### src/design/tms_pkg.sv
// Shared types, codes and constants for the transform matrix stack.
// No dependencies; imported by every design and checker file.
package tms_pkg;

    localparam int NUM_STACKS            = 3;
    localparam int MAT_WORDS             = 16;
    localparam int DEF_STACK_LEVELS      = 32;
    localparam int DEF_FRACTION_BITS     = 16;

    localparam logic [2:0] OP_SELECT     = 3'd0;
    localparam logic [2:0] OP_IDENTITY   = 3'd1;
    localparam logic [2:0] OP_LOAD_ELEM  = 3'd2;
    localparam logic [2:0] OP_MULT_ELEM  = 3'd3;
    localparam logic [2:0] OP_PUSH       = 3'd4;
    localparam logic [2:0] OP_POP        = 3'd5;
    localparam logic [2:0] OP_READ_TOP   = 3'd6;

    localparam logic [1:0] STAT_DONE     = 2'd0;
    localparam logic [1:0] STAT_FULL     = 2'd1;
    localparam logic [1:0] STAT_EMPTY    = 2'd2;

    localparam logic [1:0] SEL_KEEP      = 2'd3;

    localparam logic [3:0] LAST_WORD     = 4'd15;

    typedef logic signed [31:0] t_word;

    typedef struct packed {
        logic mul_en;
        logic acc_en;
        logic acc_clr;
    } t_mac_ctl;

    function automatic logic [31:0] ident_word(logic [3:0] w, int fb);
        logic diag;
        diag = (w == 4'd0) || (w == 4'd5) || (w == 4'd10) || (w == 4'd15);
        return diag ? (32'd1 << fb) : 32'd0;
    endfunction

endpackage

### src/design/tms_mac.sv
// Multiply-accumulate unit: one 32x32 product per step, 66-bit sum,
// arithmetic shift by the fraction width and saturation. Uses tms_pkg.
module tms_mac #(
    parameter int FRACTION_BITS = tms_pkg::DEF_FRACTION_BITS
) (
    input  logic              i_clk,
    input  tms_pkg::t_mac_ctl i_ctl,
    input  tms_pkg::t_word    i_a,
    input  tms_pkg::t_word    i_b,
    output tms_pkg::t_word    o_result
);
    import tms_pkg::*;

    logic signed [63:0] r_prod;
    logic signed [65:0] r_acc;
    logic signed [65:0] shifted;
    logic [65:31]       hi;

    always_ff @(posedge i_clk) begin
        if (i_ctl.mul_en) begin
            r_prod <= i_a * i_b;
        end
        if (i_ctl.acc_clr) begin
            r_acc <= '0;
        end else if (i_ctl.acc_en) begin
            r_acc <= r_acc + 66'(r_prod);
        end
    end

    always_comb begin
        shifted = r_acc >>> FRACTION_BITS;
        hi      = shifted[65:31];
        if ((&hi) || !(|hi)) begin
            o_result = shifted[31:0];
        end else if (shifted[65]) begin
            o_result = 32'sh8000_0000;
        end else begin
            o_result = 32'sh7fff_ffff;
        end
    end

endmodule

### config.mk
export PLATFORM = sky130hd
export DESIGN_NAME = tms_mac
export DESIGN_NICKNAME = d
export VERILOG_FILES = /design/src/design/tms_pkg.sv /design/src/design/tms_mac.sv
export SDC_FILE = /design/constraint.sdc
export NUM_CORES = 2
export LEC_CHECK = 0
export ABC_AREA = 0
export BUFFER_PORTS_ARGS = -buffer_cell sky130_fd_sc_hd__clkbuf_2
export CAP_MARGIN = 5
export CORE_ASPECT_RATIO = 1.25
export CORE_MARGIN = 2
export CORE_UTILIZATION = 35
export CTS_CLUSTER_SIZE = 30
export DETAILED_ROUTE_END_ITERATION = 12
export PLACE_DENSITY_LB_ADDON = 0.1
export SYNTH_ARGS = -nofsm -noshare
export SYNTH_HDL_FRONTEND = slang
export SYNTH_SLANG_ARGS = --single-unit
export TNS_END_PERCENT = 30
### constraint.sdc
create_clock -name i_clk -period 9.25 [get_ports i_clk]
set_input_delay 1.85 -clock i_clk [delete_from_list [all_inputs] [get_ports i_clk]]
set_output_delay 1.85 -clock i_clk [all_outputs]
set_load 0.05 [all_outputs]
### After elaboration in Yosys (flattened, before gate mapping)

Cells that the tools add are included.

| storage, ports and cells | value |
|---|---|
| register bits after elaboration | 130 |
| bits in latches | 0 |
| bits in writable memories | 0 |
| bits in read-only memories | 0 |
| input bits | 68 |
| output and inout bits | 32 |
| word-level logic and storage cells | 10 |
| memories | 0 |

| cells by class | value |
|---|---|
| add/subtract/negate cells | 1 |
| multiply operators | 1 |
| divide/modulo/power cells | 0 |
| order comparisons | 0 |
| eq/ne operators | 0 |
| shift-type cells | 0 |
| multiplexer cells | 2 |
| bitwise operators | 0 |
| reduce and logical (&&, ||, !) cells | 4 |

Operators by type and width:

| cell | count |
|---|---|
| adder 66 x 64 -> 66 bit | 1 |
| multiplier 32 x 32 -> 64 bit | 1 |
| two-way mux 32 bit | 2 |
| AND reduction 19 bit | 1 |
| OR reduction 19 bit | 1 |
| logical NOT 1 bit | 1 |
| logical OR 1 bit | 1 |

### Logic depth before layout (Yosys ltp)

| depth | value |
|---|---|
| word-level depth | 4 |
| depth in mapped cells | 29 |
| depth with buffers taken out | 28 |

### Worst setup path after synthesis

No wires, ideal clock.

| path | value |
|---|---|
| path kind | input-to-reg |
| from | input i_a[31] |
| to | register r_prod[62] (data pin) |
| setup time | 0.258 ns |
| arrival time | 8.967 ns |
| data required time | 8.992 ns |
| path slack | 0.026 ns |
| cell stages on the path | 27 |
| path buffers | 2 |
| cells stage by stage | clkbuf_1 nand2_1 inv_1 fa_1 fa_1 fa_1 inv_1 fa_1 inv_1 fa_1 inv_1 fa_1 fa_1 fa_1 inv_1 ha_1 clkbuf_1 a21oi_1 o21ai_0 a2111oi_0 o21bai_1 a21oi_1 a21oi_1 a21boi_0 o21ai_0 a21oi_1 xnor2_1 |

| on the way | value |
|---|---|
| word-level cells in the longest chain between the ends | 1 |

RTL lines:

| what | RTL line | RTL |
|---|---|---|
| from (decl) | tms_mac.sv:8 | `input tms_pkg::t_word i_a,` |
| multiplier 32 x 32 -> 64 bit | tms_mac.sv:21 | `r_prod <= i_a * i_b;` |
| to (signal assigned) | tms_mac.sv:21 |  |
| to (decl) | tms_mac.sv:14 | `logic signed [63:0] r_prod;` |

No other way between the ends.
A chain may end at the register's enable or synchronous reset.

### Final worst setup path

| path | value |
|---|---|
| from | input i_a[30] |
| to | register r_prod[60] (data pin) |

The elaborated chain is that of the path after synthesis.

==> out/summary.txt <==
run status - finished, final reports clean
Post-DP Area - 49790 µm²
setup TNS - 0 ns
Max stage delay cell, worst path - fa_1
DIE HEIGHT - 403.4 µm
Max Slew Vio Count - 0
Post-CTS Setup Bufs - 0
Reg clk slew, reported paths - 0.06 ns
Pre-antenna DRT Iters - 5
Synth cell types - 68
Iteration-0 DRC Markers - 1244
simple-gate share of the synthesized area - 0.1556
width of the die - 323.5 µm
Final Hold Viols - 0
Final period util - 0.9617
detailed-route DRC error count - 0
H-tree lvl count - 4
clk buf depth - 2
Cells after Synth - 4827
Tmin final - 8.896 ns
Cell Area, Synth - 44660 µm²
Synth Warn # - 0
Max Cap Viol - 0
CP dominant cell by count - fa_1
Seq/Total Area, Yosys - 0.07262
Min-Delay Path Depth - 2
Num CTS Buffers - 17
vias in the first global route - 37110
ys flop type - dfxtp_1
EDFF count, synth - 64
Worst R2R Setup Slack - 5.49 ns
Clock Latency Late Sink - 0.44 ns
HP Class - register to register
initial core utilization - 0.3528
initial antenna violation count - 5
synth-to-layout area growth - 12.88%
Buf/Inv on CP - 8
hold slack final - 0.4737 ns
Slew @ Worst Pin - 1.101 ns
largest family of logic cells by synthesized area - adder cells
relative slew slack - 0.2652
top cells by area, synth - fa_1 (49%), inv_1 (8.8%), and2_1 (7.3%), ha_1 (7.0%), nand2_1 (4.9%)
CP startpoint kind - input pin
final RePlAce weighted congestion - 0.8637
most frequent cells in the layout - fa_1 (1083), inv_1 (1045), nand2_1 (581), and2_1 (521), buf_4 (293)
Post-Route WL - 127800 µm
f_max - 112.4 MHz
row count - 146
WL met3 - 1706 µm
worst r2r src - r_prod[20]$_DFFE_PP_
mux cell area share after synthesis - 0.008546
RSZ-0062 raised after global routing - yes
Highest Signal Layer - met5
Core Area - 126600 µm²
Synth area leader - fa_1
Synth Area in XOR/XNOR - 0.02550
Critical R2R Capture - r_acc[65]$_SDFFE_PP0P_
Core Util, Final - 0.3982
post-route cell area - 50410 µm²
CTS resizes - 0
largest net degree at the start of global routing - 65
Total Routing Usage GR - 0.2093
CTS tree - done
DR vias/cell - 4.754
Crit Path Class - input pin to register
worst path required time - 9.43 ns
number of synthesized register bits - 130
CTS sink cnt - 130
syn_nets - 6227
Worst Skew - 0.007015 ns
commonest non-fill, non-tap cell in the layout - fa_1
setup violators final - 0
share of cells above drive strength 1 - 0.1002
post-DP HPWL - 113700 µm
Worst Path Arrival - 9.08 ns
DRT met1 WL - 48320 µm
post-synth top area share - 0.4855
Worst Hold Path EP - r_acc[4]$_SDFFE_PP0P_
root buffer cell - clkbuf_16
synthesized area per cell - 9.251 µm²
worst reg2reg path depth - 11
PortBufs - 99
hold path start - r_acc[4]$_SDFFE_PP0P_
final net count - 6445
Die ar. - 130500 µm²
DRT antenna net count - 0
FFs w/ async S/R, synth - 0
crit end category - register
CP top delay family - adder cells
Congestion Overflow GR - 0
Critical Path Max Stage Delay - 0.62 ns
crit path max fanout - 8
Routed WL per cell - 18.89 µm
met2 wire length - 73620 µm
Synth Area in Adders - 0.5553
vias - 32150
Ports - 100
CTS Hold Bufs - 0
first-pass GRT wire length - 210500 µm
Compound-Gate Fraction of Synth Area - 0.07302
[cell usage after synthesis (all sizes together) (3+ instances only)]
master,instances
a2111oi,7
a211oi,16
a21boi,5
a21o,116
a21oi,138
a221o,3
a221oi,3
a22oi,4
a31oi,20
a41oi,6
and2,522
and3,15
and4,5
buf,5
clkbuf,251
dfxtp,66
edfxtp,64
fa,1083
ha,249
inv,1045
mux2i,37
nand2,581
nand2b,23
nand3,37
nand4,34
nor2,122
nor2b,13
nor3,21
nor4,9
o211ai,6
o21a,15
o21ai,105
o21bai,24
o31a,3
o31ai,8
or3,4
or4,3
xnor2,81
xor2,49
[worst max path at each step]
stage | startpoint | endpoint | slack, ns | cells after the start
final | i_a[30] | r_prod[60]$_DFFE_PP_ | 0.35 | 28
after global routing | i_a[23] | r_prod[60]$_DFFE_PP_ | -0.01 | 27
after CTS | i_a[16] | r_prod[62]$_DFFE_PP_ | 0.14 | 26
after detailed placement | i_a[16] | r_prod[62]$_DFFE_PP_ | -0.32 | 26
after global placement | i_a[23] | r_prod[60]$_DFFE_PP_ | -0.39 | 25
after floorplan | i_a[31] | r_prod[62]$_DFFE_PP_ | 0.03 | 27
[flip-flops by register name, indices dropped and copies added, names as in the netlist]
register  flops
r_prod       64
r_acc        66
[logic make-up (layout without fill, tap and decap cells)]
family | after synthesis | after routing
XOR/XNOR | 130 | 130
other | 0 | 3
flip-flops | 130 | 130
AND/OR/NAND/NOR | 1398 | 1398
buffers and inverters | 1301 | 1532
AO/OA/AOI/OAI | 498 | 498
multiplexers | 38 | 38
adder cells (fa/ha/maj) | 1332 | 1332
[routing by layer]
layer  vias up  track usage
met3       141      0.01278
li1      14880            -
met4         4      0.05810
met5         -            0
met1     16770       0.2314
met2       350       0.4216
[cell type report]
class / instances / area (µm²)
multi-input combinational: 3396 / 36550
inverter: 1045 / 3923
antenna: 3 / 7.507
tap: 1702 / 2130
clock buffer: 19 / 432.9
fill: 12950 / 76180
timing repair buffer: 455 / 3959
sequential: 130 / 3243
clock inverter: 13 / 161.4
[through the flow]
stage          setup slack (ns)  cells
2_1_floorplan           0.02590   4827
3_3_place_gp            -0.3868   6728
3_5_place_dp            -0.3178   6728
4_1_cts                  0.1439   6760
5_1_grt                -0.01175   6762
6_report                 0.3542   6763
[worst reg2reg max path, cell delays in order, from the launching register on]
cell       delay (ns)
edfxtp_1         0.44
ha_1             0.46
nand2_1          0.15
o21ai_0          0.36
a2111oi_0        0.17
o21ai_0          0.11
o211ai_1         0.19
o31ai_2          0.54
a21oi_1          0.25
o31ai_1          0.37
mux2i_1          0.26
mux2_2           0.35
Power is left out: the tool's default activity adds up to more than one toggle a clock period on the data nets, which glitch-free logic cannot reach.
